[config.mk]
export PLATFORM = sky130hd
export DESIGN_NAME = vblank_frame_pacer_top_flat
export DESIGN_NICKNAME = d
export VERILOG_FILES = /design/src/vfp_pkg.sv /design/src/vfp_chan.sv /design/src/vblank_frame_pacer_top.sv /design/src/vfp_divider.sv /design/src/flat_wrapper.sv
export SDC_FILE = /design/constraint.sdc
export NUM_CORES = 2
export LEC_CHECK = 0
export BUFFER_PORTS_ARGS = -buffer_cell sky130_fd_sc_hd__clkbuf_2
export CORE_UTILIZATION = 56
export DETAILED_ROUTE_END_ITERATION = 16
export PLACE_DENSITY = 0.74
export SETUP_SLACK_MARGIN = 0.3
export SYNTH_ARGS = -nofsm -noshare
export SYNTH_HDL_FRONTEND = slang
export SYNTH_SLANG_ARGS = --single-unit
[constraint.sdc]
create_clock -name i_clk -period 7.45 [get_ports i_clk]
set_input_delay 1.1175 -clock i_clk [delete_from_list [all_inputs] [get_ports i_clk]]
set_output_delay 1.1175 -clock i_clk [all_outputs]
set_load 0.01 [all_outputs]
[src/vfp_pkg.sv]
// Shared types and constants of the vblank frame pacer.
`default_nettype none

package vfp_pkg;

    localparam int TIME_W   = 63;
    localparam int WIDE_W   = 64;
    localparam int PERIOD_W = 40;
    localparam int CFG_W    = 32;
    localparam int HIT_W    = 8;
    localparam int REFR_W   = 20;
    localparam int IDX_W    = 3;
    localparam int DIV_W    = 64;
    localparam int DIV_CNT_W = $clog2(DIV_W);

    // Picoseconds-per-millihertz numerator: period_ns = 10^12 / refresh_mhz.
    localparam logic [DIV_W-1:0] PS_PER_MHZ = 64'd1000000000000;

    localparam logic MODE_REQUEST = 1'b0;
    localparam logic MODE_PRESENT = 1'b1;

    localparam logic [1:0] ACT_RENDER  = 2'd0;
    localparam logic [1:0] ACT_ARMED   = 2'd1;
    localparam logic [1:0] ACT_PRESENT = 2'd2;

    localparam logic [IDX_W-1:0] REG_MIN_DELAY   = 3'd0;
    localparam logic [IDX_W-1:0] REG_MARGIN_STEP = 3'd1;
    localparam logic [IDX_W-1:0] REG_HITS        = 3'd2;
    localparam logic [IDX_W-1:0] REG_MIN_MARGIN  = 3'd3;
    localparam logic [IDX_W-1:0] REG_INIT_MARGIN = 3'd4;
    localparam logic [IDX_W-1:0] REG_REFRESH     = 3'd5;

    localparam logic [CFG_W-1:0]  RST_MIN_DELAY   = 32'd1000000;
    localparam logic [CFG_W-1:0]  RST_MARGIN_STEP = 32'd250000;
    localparam logic [HIT_W-1:0]  RST_HITS        = 8'd60;
    localparam logic [CFG_W-1:0]  RST_MIN_MARGIN  = 32'd1000000;
    localparam logic [CFG_W-1:0]  RST_INIT_MARGIN = 32'd2000000;
    localparam logic [REFR_W-1:0] RST_REFRESH     = 20'd60000;

    typedef struct packed {
        logic              mode;
        logic [TIME_W-1:0] time_ns;
        logic [CFG_W-1:0]  event_period_ns;
        logic              may_wait;
    } t_in_item;

    typedef struct packed {
        logic [1:0]        action;
        logic [TIME_W-1:0] start_ns;
        logic [CFG_W-1:0]  margin_ns;
    } t_out_item;

    typedef struct packed {
        logic [IDX_W-1:0] index;
        logic [CFG_W-1:0] data;
    } t_cfg_wr;

    typedef struct packed {
        logic                start;
        logic [DIV_W-1:0]    dividend;
        logic [PERIOD_W-1:0] divisor;
    } t_div_req;

    typedef struct packed {
        logic                done;
        logic [DIV_W-1:0]    quotient;
        logic [PERIOD_W-1:0] remainder;
    } t_div_rsp;

    typedef enum logic [3:0] {
        S_IDLE,
        S_REQ_DIFF,
        S_REQ_ABS,
        S_REQ_DIV,
        S_REQ_NEXT1,
        S_REQ_NEXT2,
        S_REQ_START,
        S_REQ_LEAD,
        S_REQ_DECIDE,
        S_PRS_PER,
        S_PRS_DIV,
        S_PRS_CHK,
        S_PRS_CMP,
        S_PRS_WIDEN,
        S_PRS_HIT,
        S_FINISH
    } t_state;

endpackage

`default_nettype wire

[src/vfp_chan.sv]
// Valid/ready channel carrying one payload item per request.
`default_nettype none

interface vfp_chan #(
    parameter type t_payload = logic
);
    logic     valid;
    logic     ready;
    t_payload payload;

    modport source (output valid, output payload, input ready);
    modport sink   (input valid, input payload, output ready);
endinterface

`default_nettype wire

[src/vblank_frame_pacer_top.sv]
// Top level of the vblank frame pacer: sequencer, pacing state and output register.
// Usage:
//   i_in carries one request at a time: a frame request (mode 0) with the
//   current time and may_wait, or a presented event (mode 1) with the vblank
//   time and the reported period. o_out returns exactly one result per
//   request: the action, the timer start time when armed, and the margin.
//   i_cfg writes six tuning indices; the initial margin index writes the
//   live margin directly. Writes are taken only while idle,
//   ahead of a request offered in the same cycle.
// Timing:
//   A frame request that predicts a vblank, and a present that derives its
//   period from the refresh rate, wait on the bit-serial divider; a present
//   checked against an aimed vblank passes through further states. Other
//   requests skip the divider. A new request is accepted in the cycle after
//   the previous result loads, at the earliest.
// Reset and stall:
//   Reset restores the register defaults, clears the vblank, period, aim
//   and hit count, and loads the default margin. A finished result sits in
//   the output register until taken; the next request may be accepted
//   meanwhile, but its own result waits until the register frees.
`default_nettype none

module vblank_frame_pacer_top (
    input wire     i_clk,
    input wire     i_rst_n,
    vfp_chan.sink   i_in,
    vfp_chan.source o_out,
    vfp_chan.sink   i_cfg
);

    localparam int TW = vfp_pkg::TIME_W;
    localparam int XW = vfp_pkg::WIDE_W;
    localparam int PW = vfp_pkg::PERIOD_W;
    localparam int CW = vfp_pkg::CFG_W;

    vfp_pkg::t_state    r_state;
    vfp_pkg::t_state    n_state;
    vfp_pkg::t_div_req  w_div_req;
    vfp_pkg::t_div_rsp  w_div_rsp;
    vfp_pkg::t_in_item  w_in;
    vfp_pkg::t_cfg_wr   w_cfg;

    logic [CW-1:0]               r_min_delay;
    logic [CW-1:0]               r_step;
    logic [vfp_pkg::HIT_W-1:0]   r_hits;
    logic [CW-1:0]               r_min_margin;
    logic [vfp_pkg::REFR_W-1:0]  r_refresh;

    logic [TW-1:0]               r_last;
    logic [PW-1:0]               r_period;
    logic [XW-1:0]               r_aimed;
    logic [CW-1:0]               r_margin;
    logic [vfp_pkg::HIT_W-1:0]   r_hit;

    logic [TW-1:0]               r_now;
    logic [CW-1:0]               r_ev;
    logic                        r_neg;
    logic [XW-1:0]               r_tmp;
    logic [XW-1:0]               r_next;
    logic [XW-1:0]               r_start;
    logic [CW+2:0]               r_wide;
    logic [1:0]                  r_action;
    logic [TW-1:0]               r_start_out;

    logic                        r_out_valid;
    vfp_pkg::t_out_item          r_out;

    logic w_in_ready;
    logic w_cfg_ready;
    logic w_in_acc;
    logic w_cfg_acc;
    logic w_out_load;
    logic w_req_ok;
    logic w_late;
    logic w_lead_ok;

    logic [XW-1:0]               w_rem_s;
    logic [PW-1:0]               w_cap;
    logic [PW-1:0]               w_min_wc;
    logic [vfp_pkg::HIT_W-1:0]   w_hit_n;
    logic [CW-1:0]               w_cand;

    assign w_in  = i_in.payload;
    assign w_cfg = i_cfg.payload;

    assign w_in_acc  = i_in.valid & w_in_ready;
    assign w_cfg_acc = i_cfg.valid & w_cfg_ready;

    assign i_in.ready  = w_in_ready;
    assign i_cfg.ready = w_cfg_ready;
    assign o_out.valid   = r_out_valid;
    assign o_out.payload = r_out;

    vfp_divider u_div (
        .i_clk   (i_clk),
        .i_rst_n (i_rst_n),
        .i_req   (w_div_req),
        .o_rsp   (w_div_rsp)
    );

    // Datapath decisions, on registered values except w_req_ok, which also uses the incoming may_wait.
    always_comb begin
        w_req_ok  = w_in.may_wait && (r_last != '0) && (r_period != '0);
        w_late    = {1'b0, r_now} > r_tmp;
        w_lead_ok = !r_tmp[XW-1] && (r_tmp > {{(XW-CW){1'b0}}, r_min_delay});
        // Truncating division leaves the remainder with the dividend's sign.
        w_rem_s   = r_neg ? (XW'(0) - {{(XW-PW){1'b0}}, w_div_rsp.remainder})
                          : {{(XW-PW){1'b0}}, w_div_rsp.remainder};
        w_cap     = {1'b0, r_period[PW-1:1]};
        w_min_wc  = ({{(PW-CW-3){1'b0}}, r_wide} < w_cap)
                    ? {{(PW-CW-3){1'b0}}, r_wide} : w_cap;
        w_hit_n   = r_hit + vfp_pkg::HIT_W'(1);
        w_cand    = (r_margin > r_step) ? (r_margin - r_step) : '0;
    end

    // Next state.
    always_comb begin
        n_state = r_state;
        unique case (r_state)
            vfp_pkg::S_IDLE: begin
                if (w_in_acc) begin
                    if (w_in.mode == vfp_pkg::MODE_PRESENT) begin
                        n_state = vfp_pkg::S_PRS_PER;
                    end else if (w_req_ok) begin
                        n_state = vfp_pkg::S_REQ_DIFF;
                    end else begin
                        n_state = vfp_pkg::S_FINISH;
                    end
                end
            end
            vfp_pkg::S_REQ_DIFF:   n_state = vfp_pkg::S_REQ_ABS;
            vfp_pkg::S_REQ_ABS:    n_state = vfp_pkg::S_REQ_DIV;
            vfp_pkg::S_REQ_DIV: begin
                if (w_div_rsp.done) begin
                    n_state = vfp_pkg::S_REQ_NEXT1;
                end
            end
            vfp_pkg::S_REQ_NEXT1:  n_state = vfp_pkg::S_REQ_NEXT2;
            vfp_pkg::S_REQ_NEXT2:  n_state = vfp_pkg::S_REQ_START;
            vfp_pkg::S_REQ_START:  n_state = vfp_pkg::S_REQ_LEAD;
            vfp_pkg::S_REQ_LEAD:   n_state = vfp_pkg::S_REQ_DECIDE;
            vfp_pkg::S_REQ_DECIDE: n_state = vfp_pkg::S_FINISH;
            vfp_pkg::S_PRS_PER: begin
                if (r_ev == '0 && r_refresh != '0) begin
                    n_state = vfp_pkg::S_PRS_DIV;
                end else begin
                    n_state = vfp_pkg::S_PRS_CHK;
                end
            end
            vfp_pkg::S_PRS_DIV: begin
                if (w_div_rsp.done) begin
                    n_state = vfp_pkg::S_PRS_CHK;
                end
            end
            vfp_pkg::S_PRS_CHK: begin
                if (r_aimed == '0 || r_period == '0) begin
                    n_state = vfp_pkg::S_FINISH;
                end else begin
                    n_state = vfp_pkg::S_PRS_CMP;
                end
            end
            vfp_pkg::S_PRS_CMP: begin
                n_state = w_late ? vfp_pkg::S_PRS_WIDEN : vfp_pkg::S_PRS_HIT;
            end
            vfp_pkg::S_PRS_WIDEN:  n_state = vfp_pkg::S_FINISH;
            vfp_pkg::S_PRS_HIT:    n_state = vfp_pkg::S_FINISH;
            vfp_pkg::S_FINISH: begin
                if (!r_out_valid || o_out.ready) begin
                    n_state = vfp_pkg::S_IDLE;
                end
            end
            default: n_state = vfp_pkg::S_IDLE;
        endcase
    end

    // Sequencer outputs.
    always_comb begin
        w_in_ready         = 1'b0;
        w_cfg_ready        = 1'b0;
        w_out_load         = 1'b0;
        w_div_req.start    = 1'b0;
        w_div_req.dividend = r_tmp[XW-1] ? (XW'(0) - r_tmp) : r_tmp;
        w_div_req.divisor  = r_period;
        unique case (r_state)
            vfp_pkg::S_IDLE: begin
                // A pending register write goes ahead of a new request.
                w_cfg_ready = 1'b1;
                w_in_ready  = !i_cfg.valid;
            end
            vfp_pkg::S_REQ_ABS: w_div_req.start = 1'b1;
            vfp_pkg::S_PRS_PER: begin
                w_div_req.start    = (r_ev == '0) && (r_refresh != '0);
                w_div_req.dividend = vfp_pkg::PS_PER_MHZ;
                w_div_req.divisor  = {{(PW-vfp_pkg::REFR_W){1'b0}}, r_refresh};
            end
            vfp_pkg::S_FINISH:  w_out_load = !r_out_valid || o_out.ready;
            default: begin
            end
        endcase
    end

    // Control and pacing state.
    always_ff @(posedge i_clk) begin
        if (!i_rst_n) begin
            r_state      <= vfp_pkg::S_IDLE;
            r_out_valid  <= 1'b0;
            r_min_delay  <= vfp_pkg::RST_MIN_DELAY;
            r_step       <= vfp_pkg::RST_MARGIN_STEP;
            r_hits       <= vfp_pkg::RST_HITS;
            r_min_margin <= vfp_pkg::RST_MIN_MARGIN;
            r_refresh    <= vfp_pkg::RST_REFRESH;
            r_last       <= '0;
            r_period     <= '0;
            r_aimed      <= '0;
            r_margin     <= vfp_pkg::RST_INIT_MARGIN;
            r_hit        <= '0;
        end else begin
            r_state <= n_state;

            if (w_out_load) begin
                r_out_valid <= 1'b1;
            end else if (o_out.ready) begin
                r_out_valid <= 1'b0;
            end

            if (w_cfg_acc) begin
                unique case (w_cfg.index)
                    vfp_pkg::REG_MIN_DELAY:   r_min_delay  <= w_cfg.data;
                    vfp_pkg::REG_MARGIN_STEP: r_step       <= w_cfg.data;
                    vfp_pkg::REG_HITS:        r_hits       <= w_cfg.data[vfp_pkg::HIT_W-1:0];
                    vfp_pkg::REG_MIN_MARGIN:  r_min_margin <= w_cfg.data;
                    vfp_pkg::REG_INIT_MARGIN: r_margin     <= w_cfg.data;
                    vfp_pkg::REG_REFRESH:     r_refresh    <= w_cfg.data[vfp_pkg::REFR_W-1:0];
                    default: begin
                    end
                endcase
            end

            unique case (r_state)
                vfp_pkg::S_IDLE: begin
                    if (w_in_acc && w_in.mode == vfp_pkg::MODE_REQUEST && !w_req_ok) begin
                        r_aimed <= '0;
                    end
                end
                vfp_pkg::S_REQ_DECIDE: begin
                    r_aimed <= w_lead_ok ? r_next : '0;
                end
                vfp_pkg::S_PRS_PER: begin
                    r_last <= r_now;
                    if (r_ev != '0) begin
                        r_period <= {{(PW-CW){1'b0}}, r_ev};
                    end
                end
                vfp_pkg::S_PRS_DIV: begin
                    if (w_div_rsp.done) begin
                        r_period <= w_div_rsp.quotient[PW-1:0];
                    end
                end
                vfp_pkg::S_PRS_WIDEN: begin
                    r_margin <= (w_min_wc > {{(PW-CW){1'b0}}, {CW{1'b1}}})
                                ? {CW{1'b1}} : w_min_wc[CW-1:0];
                    r_hit    <= '0;
                    r_aimed  <= '0;
                end
                vfp_pkg::S_PRS_HIT: begin
                    if (w_hit_n >= r_hits) begin
                        r_margin <= (w_cand > r_min_margin) ? w_cand : r_min_margin;
                        r_hit    <= '0;
                    end else begin
                        r_hit <= w_hit_n;
                    end
                    r_aimed <= '0;
                end
                default: begin
                end
            endcase
        end
    end

    // Work registers of the request in flight.
    always_ff @(posedge i_clk) begin
        unique case (r_state)
            vfp_pkg::S_IDLE: begin
                if (w_in_acc) begin
                    r_now       <= w_in.time_ns;
                    r_ev        <= w_in.event_period_ns;
                    r_start_out <= '0;
                    r_action    <= (w_in.mode == vfp_pkg::MODE_PRESENT)
                                   ? vfp_pkg::ACT_PRESENT : vfp_pkg::ACT_RENDER;
                end
            end
            vfp_pkg::S_REQ_DIFF: begin
                r_tmp <= {1'b0, r_now} - {1'b0, r_last};
            end
            vfp_pkg::S_REQ_ABS: begin
                r_neg <= r_tmp[XW-1];
            end
            vfp_pkg::S_REQ_DIV: begin
                if (w_div_rsp.done) begin
                    r_tmp <= w_rem_s;
                end
            end
            // The next vblank is now - remainder + period, which equals
            // last + (quotient + 1) * period without a multiplier.
            vfp_pkg::S_REQ_NEXT1: begin
                r_tmp <= {1'b0, r_now} - r_tmp;
            end
            vfp_pkg::S_REQ_NEXT2: begin
                r_next <= r_tmp + {{(XW-PW){1'b0}}, r_period};
            end
            vfp_pkg::S_REQ_START: begin
                r_start <= r_next - {{(XW-CW){1'b0}}, r_margin};
            end
            vfp_pkg::S_REQ_LEAD: begin
                r_tmp <= r_start - {1'b0, r_now};
            end
            vfp_pkg::S_REQ_DECIDE: begin
                if (w_lead_ok) begin
                    r_action    <= vfp_pkg::ACT_ARMED;
                    r_start_out <= r_start[TW-1:0];
                end
            end
            vfp_pkg::S_PRS_CHK: begin
                r_tmp <= r_aimed + {{(XW-PW){1'b0}}, w_cap};
            end
            vfp_pkg::S_PRS_CMP: begin
                r_wide <= {3'b000, r_margin} + {1'b0, r_step, 2'b00};
            end
            vfp_pkg::S_FINISH: begin
                if (w_out_load) begin
                    r_out.action    <= r_action;
                    r_out.start_ns  <= r_start_out;
                    r_out.margin_ns <= r_margin;
                end
            end
            default: begin
            end
        endcase
    end

endmodule

`default_nettype wire

[src/vfp_divider.sv]
// Restoring divider, one quotient bit per cycle, shared by both request types.
`default_nettype none

module vfp_divider (
    input  wire                i_clk,
    input  wire                i_rst_n,
    input  vfp_pkg::t_div_req  i_req,
    output vfp_pkg::t_div_rsp  o_rsp
);

    localparam int W  = vfp_pkg::DIV_W;
    localparam int RW = vfp_pkg::PERIOD_W;
    localparam logic [vfp_pkg::DIV_CNT_W-1:0] CNT_LAST = vfp_pkg::DIV_CNT_W'(W - 1);

    logic                          r_busy;
    logic                          r_done;
    logic [vfp_pkg::DIV_CNT_W-1:0] r_cnt;
    logic [W-1:0]                  r_quo;
    logic [RW-1:0]                 r_rem;
    logic [RW-1:0]                 r_den;

    logic [RW:0]   w_shift;
    logic [RW:0]   w_trial;
    logic          w_bit;
    logic [RW-1:0] n_rem;

    always_comb begin
        w_shift = {r_rem, r_quo[W-1]};
        w_trial = w_shift - {1'b0, r_den};
        w_bit   = ~w_trial[RW];
        n_rem   = w_bit ? w_trial[RW-1:0] : w_shift[RW-1:0];
    end

    always_ff @(posedge i_clk) begin
        if (!i_rst_n) begin
            r_busy <= 1'b0;
            r_done <= 1'b0;
            r_cnt  <= '0;
        end else begin
            r_done <= 1'b0;
            if (i_req.start) begin
                r_busy <= 1'b1;
                r_cnt  <= '0;
            end else if (r_busy) begin
                r_cnt <= r_cnt + vfp_pkg::DIV_CNT_W'(1);
                if (r_cnt == CNT_LAST) begin
                    r_busy <= 1'b0;
                    r_done <= 1'b1;
                end
            end
        end
    end

    always_ff @(posedge i_clk) begin
        if (i_req.start) begin
            r_quo <= i_req.dividend;
            r_rem <= '0;
            r_den <= i_req.divisor;
        end else if (r_busy) begin
            r_quo <= {r_quo[W-2:0], w_bit};
            r_rem <= n_rem;
        end
    end

    assign o_rsp.done      = r_done;
    assign o_rsp.quotient  = r_quo;
    assign o_rsp.remainder = r_rem;

endmodule

`default_nettype wire
[src/flat_wrapper.sv]
// flat-port wrapper written by rule: the top's interface ports become plain ports
module vblank_frame_pacer_top_flat 
  (i_clk, i_rst_n, i_in_valid, i_in_payload, i_in_ready, o_out_valid, o_out_payload, o_out_ready, i_cfg_valid, i_cfg_payload, i_cfg_ready);
  vfp_chan i_in_i ();
  vfp_chan o_out_i ();
  vfp_chan i_cfg_i ();
  input wire i_clk;
  input wire i_rst_n;
  input wire logic [$bits(i_in_i.valid)-1:0] i_in_valid;
  input wire logic [$bits(i_in_i.payload)-1:0] i_in_payload;
  output wire logic [$bits(i_in_i.ready)-1:0] i_in_ready;
  output wire logic [$bits(o_out_i.valid)-1:0] o_out_valid;
  output wire logic [$bits(o_out_i.payload)-1:0] o_out_payload;
  input wire logic [$bits(o_out_i.ready)-1:0] o_out_ready;
  input wire logic [$bits(i_cfg_i.valid)-1:0] i_cfg_valid;
  input wire logic [$bits(i_cfg_i.payload)-1:0] i_cfg_payload;
  output wire logic [$bits(i_cfg_i.ready)-1:0] i_cfg_ready;
  assign i_in_i.valid = i_in_valid;
  assign i_in_i.payload = i_in_payload;
  assign i_in_ready = i_in_i.ready;
  assign o_out_valid = o_out_i.valid;
  assign o_out_payload = o_out_i.payload;
  assign o_out_i.ready = o_out_ready;
  assign i_cfg_i.valid = i_cfg_valid;
  assign i_cfg_i.payload = i_cfg_payload;
  assign i_cfg_ready = i_cfg_i.ready;
  vblank_frame_pacer_top u_core (.i_clk(i_clk), .i_rst_n(i_rst_n), .i_in(i_in_i), .o_out(o_out_i), .i_cfg(i_cfg_i));
endmodule
==> results.yml <==
logic_synthesis:
  avgSynthCellArea_um2: 8.99
  synth-seq-cells: 530
  synthTopCellsByArea: "edfxtp_1 (28%), dfxtp_1 (11%), ha_1 (7.1%)"
  synth_area_mm2: 0.0355
  synth_cells: 3948
  synthArstFlopShare_pct: 0
  synthTopCellsByCount: "nand2_1 (408), edfxtp_1 (331), a21oi_1 (288)"
  yosysTopAreaCell: "edfxtp_1"
  yosysUniqueCellTypes: 94
  synth_edf_count: 331
  yosysMostFrequentCell: "nand2_1"
  synth_top_area_share_pct: 28.0
  ys_warn_count: 0
  synth_flop_cell: "edfxtp_1"
  synth_nets: 4160
  synth-seq-area-share_pct: 39.2
floorplanning:
  die_h_um: 254
  rows: 91
  die_area_mm2: 0.0644
  ioPinCount: 11
  start_util_pct: 57.1
  dieWidth_um: 254
  coreArea_mm2: 0.0622
clock_tree:
  cts_buffer_depth: 3
  cts_resized: 0
  clock-sinks: 530
  clk_latency_ps: 650
  cts_buffers: 59
  clk_pin_slew_ps: 60
  htreeDepth: 2
  root_buffer: "clkbuf_16"
  hold_buffers: 0
  cts_tree: "yes"
  post_cts_buffers: 0
power:
  irDropWorstVdd_mv: 0.300
  powerDensity_mw_per_mm2: 360
  p_leak_nw: 14.5
timing:
  hold_slack_ps: 473
  grt_setup_unrepaired: "no"
  fin_ws_ps: 2550
  fin_crit_sh_pct: 65.8
  slew_headroom_pct: 10.2
  timing.final.max_slew_violations: 0
  fin_skew_ps: 34.3
  hold_viol_final: 0
  finalCriticalPeriod_ps: 4900
  max_freq_mhz: 204
  tns_ps: 0
  worst_pin_slew_ps: 1340
  setup_viol: 0
setup_path:
  crit_fanout: 14
  critPathCaptureType: "register"
  crit_end: "u_core.r_start[51]$_DFFE_PP_"
  r2r_setup_slack_ps: 2550
  r2r-end: "u_core.r_start[51]$_DFFE_PP_"
  cp.required_ps: 7810
  critPathLaunch: "u_core.r_margin[11]$_SDFFE_PN0P_"
  start_kind: "register"
  critical_path_arrival_ps: 5260
  rr_worst_depth: 12
  r2r-start: "u_core.r_margin[11]$_SDFFE_PN0P_"
  critPathKind: "register to register"
placed_design:
  hpwl_mm: 82.1
  place_inst: 4628
  pre_cts_ws_ps: 2770
  globalplace.congestion: 0.979
  portBuffers: 9
cells_and_area:
  drive_above_1_share_pct: 5.38
  nNetsFinal: 4064
  seqCellArea_mm2: 0.0139
  multi_input_area_mm2: 0.0202
  utilization_pct: 61.4
  fin_cells: 4741
  syn_to_final_growth_pct: 7.62
  n_fill_cell: 5367
route:
  wirelength_mm: 110
  drtPass1Iterations: 8
  wire_per_inst_um: 23.1
  antenna_left: 0
  vias: 30900
  routed_via_density: 6.51
  initialDrtViolationCount: 3973
  drc: 0
global_routing:
  grt_pass1_vias: 27600
  antenna_found_initial: 1
  grt_pass1_wl_mm: 165
  grt-ovfl-total: 0
  grt_max_degree: 67
  grt_usage_pct: 33.5
hold_path:
  hold_path_class: "register to register"
run:
  drv_cap: 0
outcome:
  status: "finished clean"
-- area by class of cell --
type	count	area share, %
multi-input combinational	3048	53.0
timing repair buffer	55	1.02
sequential	530	36.5
inverter	158	1.55
clock buffer	80	4.51
antenna	1	0.00655
clock inverter	32	0.705
tap	837	2.74
-- power by group --
| group | internal (mW) | switching, mW | leakage, nW |
|---|---|---|---|
| logic | 2.06 | 3.39 | 8.78 |
| clock network | 1.73 | 1.27 | 0.964 |
| registers | 4.28 | 1.03 | 4.71 |
-- cells in the final DEF (no fill, tap or decap), drive strengths merged, types with 85 or more instances in the layout --
cell type  netlist  routed
nand2          408     408
edfxtp         331     331
o21ai          298     298
a21oi          288     288
nor2           267     267
xnor2          212     212
ha             201     201
dfxtp          199     199
xor2           173     173
inv            157     161
nor3           114     114
a21o            99      99
clkbuf         184      89
nand3           85      85
-- flip-flops by register name (all words and copies together), names as in the netlist, 2 cells and up --
| signal | cells |
|---|---|
| u_core.r_period | 40 |
| u_core.u_div.r_rem | 40 |
| u_core.r_margin | 32 |
| u_core.u_div.r_cnt | 6 |
| u_core.u_div.r_quo | 64 |
| u_core.r_wide | 33 |
| u_core.r_min_delay | 2 |
| u_core.u_div.r_den | 40 |
| u_core.r_aimed | 64 |
| u_core.r_start | 64 |
| u_core.r_tmp | 64 |
| u_core.r_next | 64 |
| u_core.r_hit | 8 |
| u_core.r_state | 4 |
-- worst max-delay path, stage by stage, from the launching register on --
cell	delay (ps)
dfxtp_1	560
inv_1	200
ha_1	390
a21o_1	200
a21o_1	180
a2111oi_0	270
nand3_1	230
a211o_1	380
o21ai_0	510
o31a_1	290
nand3_1	650
nor4b_1	630
xor2_1	110
-- kinds of logic (layout without fill, tap and decap cells) --
group                      Yosys count  in the layout  share of synthesized area [%]
adders and majority gates          205            205                           7.31
other                                0              1                              0
DFF                                530            530                           39.2
xor gates and xnor gates           385            385                           9.50
and+or+nand+nor                   1274           1274                           17.6
muxes                               47             47                           1.33
buffers and inverters              370            325                           4.02
AOI/OAI and AO/OA                 1137           1137                           21.0
-- how the worst min path moves through the flow --
stage / startpoint / endpoint / slack [ps] / cells after the start
after floorplan: u_core.r_min_delay[18]$_SDFFE_PN1P_ / u_core.r_min_delay[18]$_SDFFE_PN1P_ / 420 / 2
after global placement: u_core.r_margin[2]$_SDFFE_PN0P_ / u_core.r_wide[2]$_DFFE_PP_ / 430 / 0
after detailed placement: u_core.r_margin[2]$_SDFFE_PN0P_ / u_core.r_wide[2]$_DFFE_PP_ / 440 / 0
after CTS: u_core.r_margin[2]$_SDFFE_PN0P_ / u_core.r_wide[2]$_DFFE_PP_ / 470 / 0
after global routing: u_core.r_margin[2]$_SDFFE_PN0P_ / u_core.r_wide[2]$_DFFE_PP_ / 490 / 0
final: u_core.r_margin[2]$_SDFFE_PN0P_ / u_core.r_wide[2]$_DFFE_PP_ / 470 / 0
-- metrics by stage --
| stage | total power, mW | area [µm²] |
|---|---|---|
| after floorplan | 9.04 | 35500 |
| after detailed placement | 10.6 | 36200 |
| after global placement | 10.5 | 36200 |
| after CTS | 13.6 | 38200 |
| final | 13.8 | 38200 |
| after global routing | 14.5 | 38200 |
-- layer usage --
layer,up-vias,track usage (%),share of wire [%]
met5,-,0,0
met2,1603,45.5,39
li1,14400,-,-
met3,156,9.91,14
met4,0,6.94,1.9
met1,14700,51.6,45
Power figures use the tool's default switching activity.
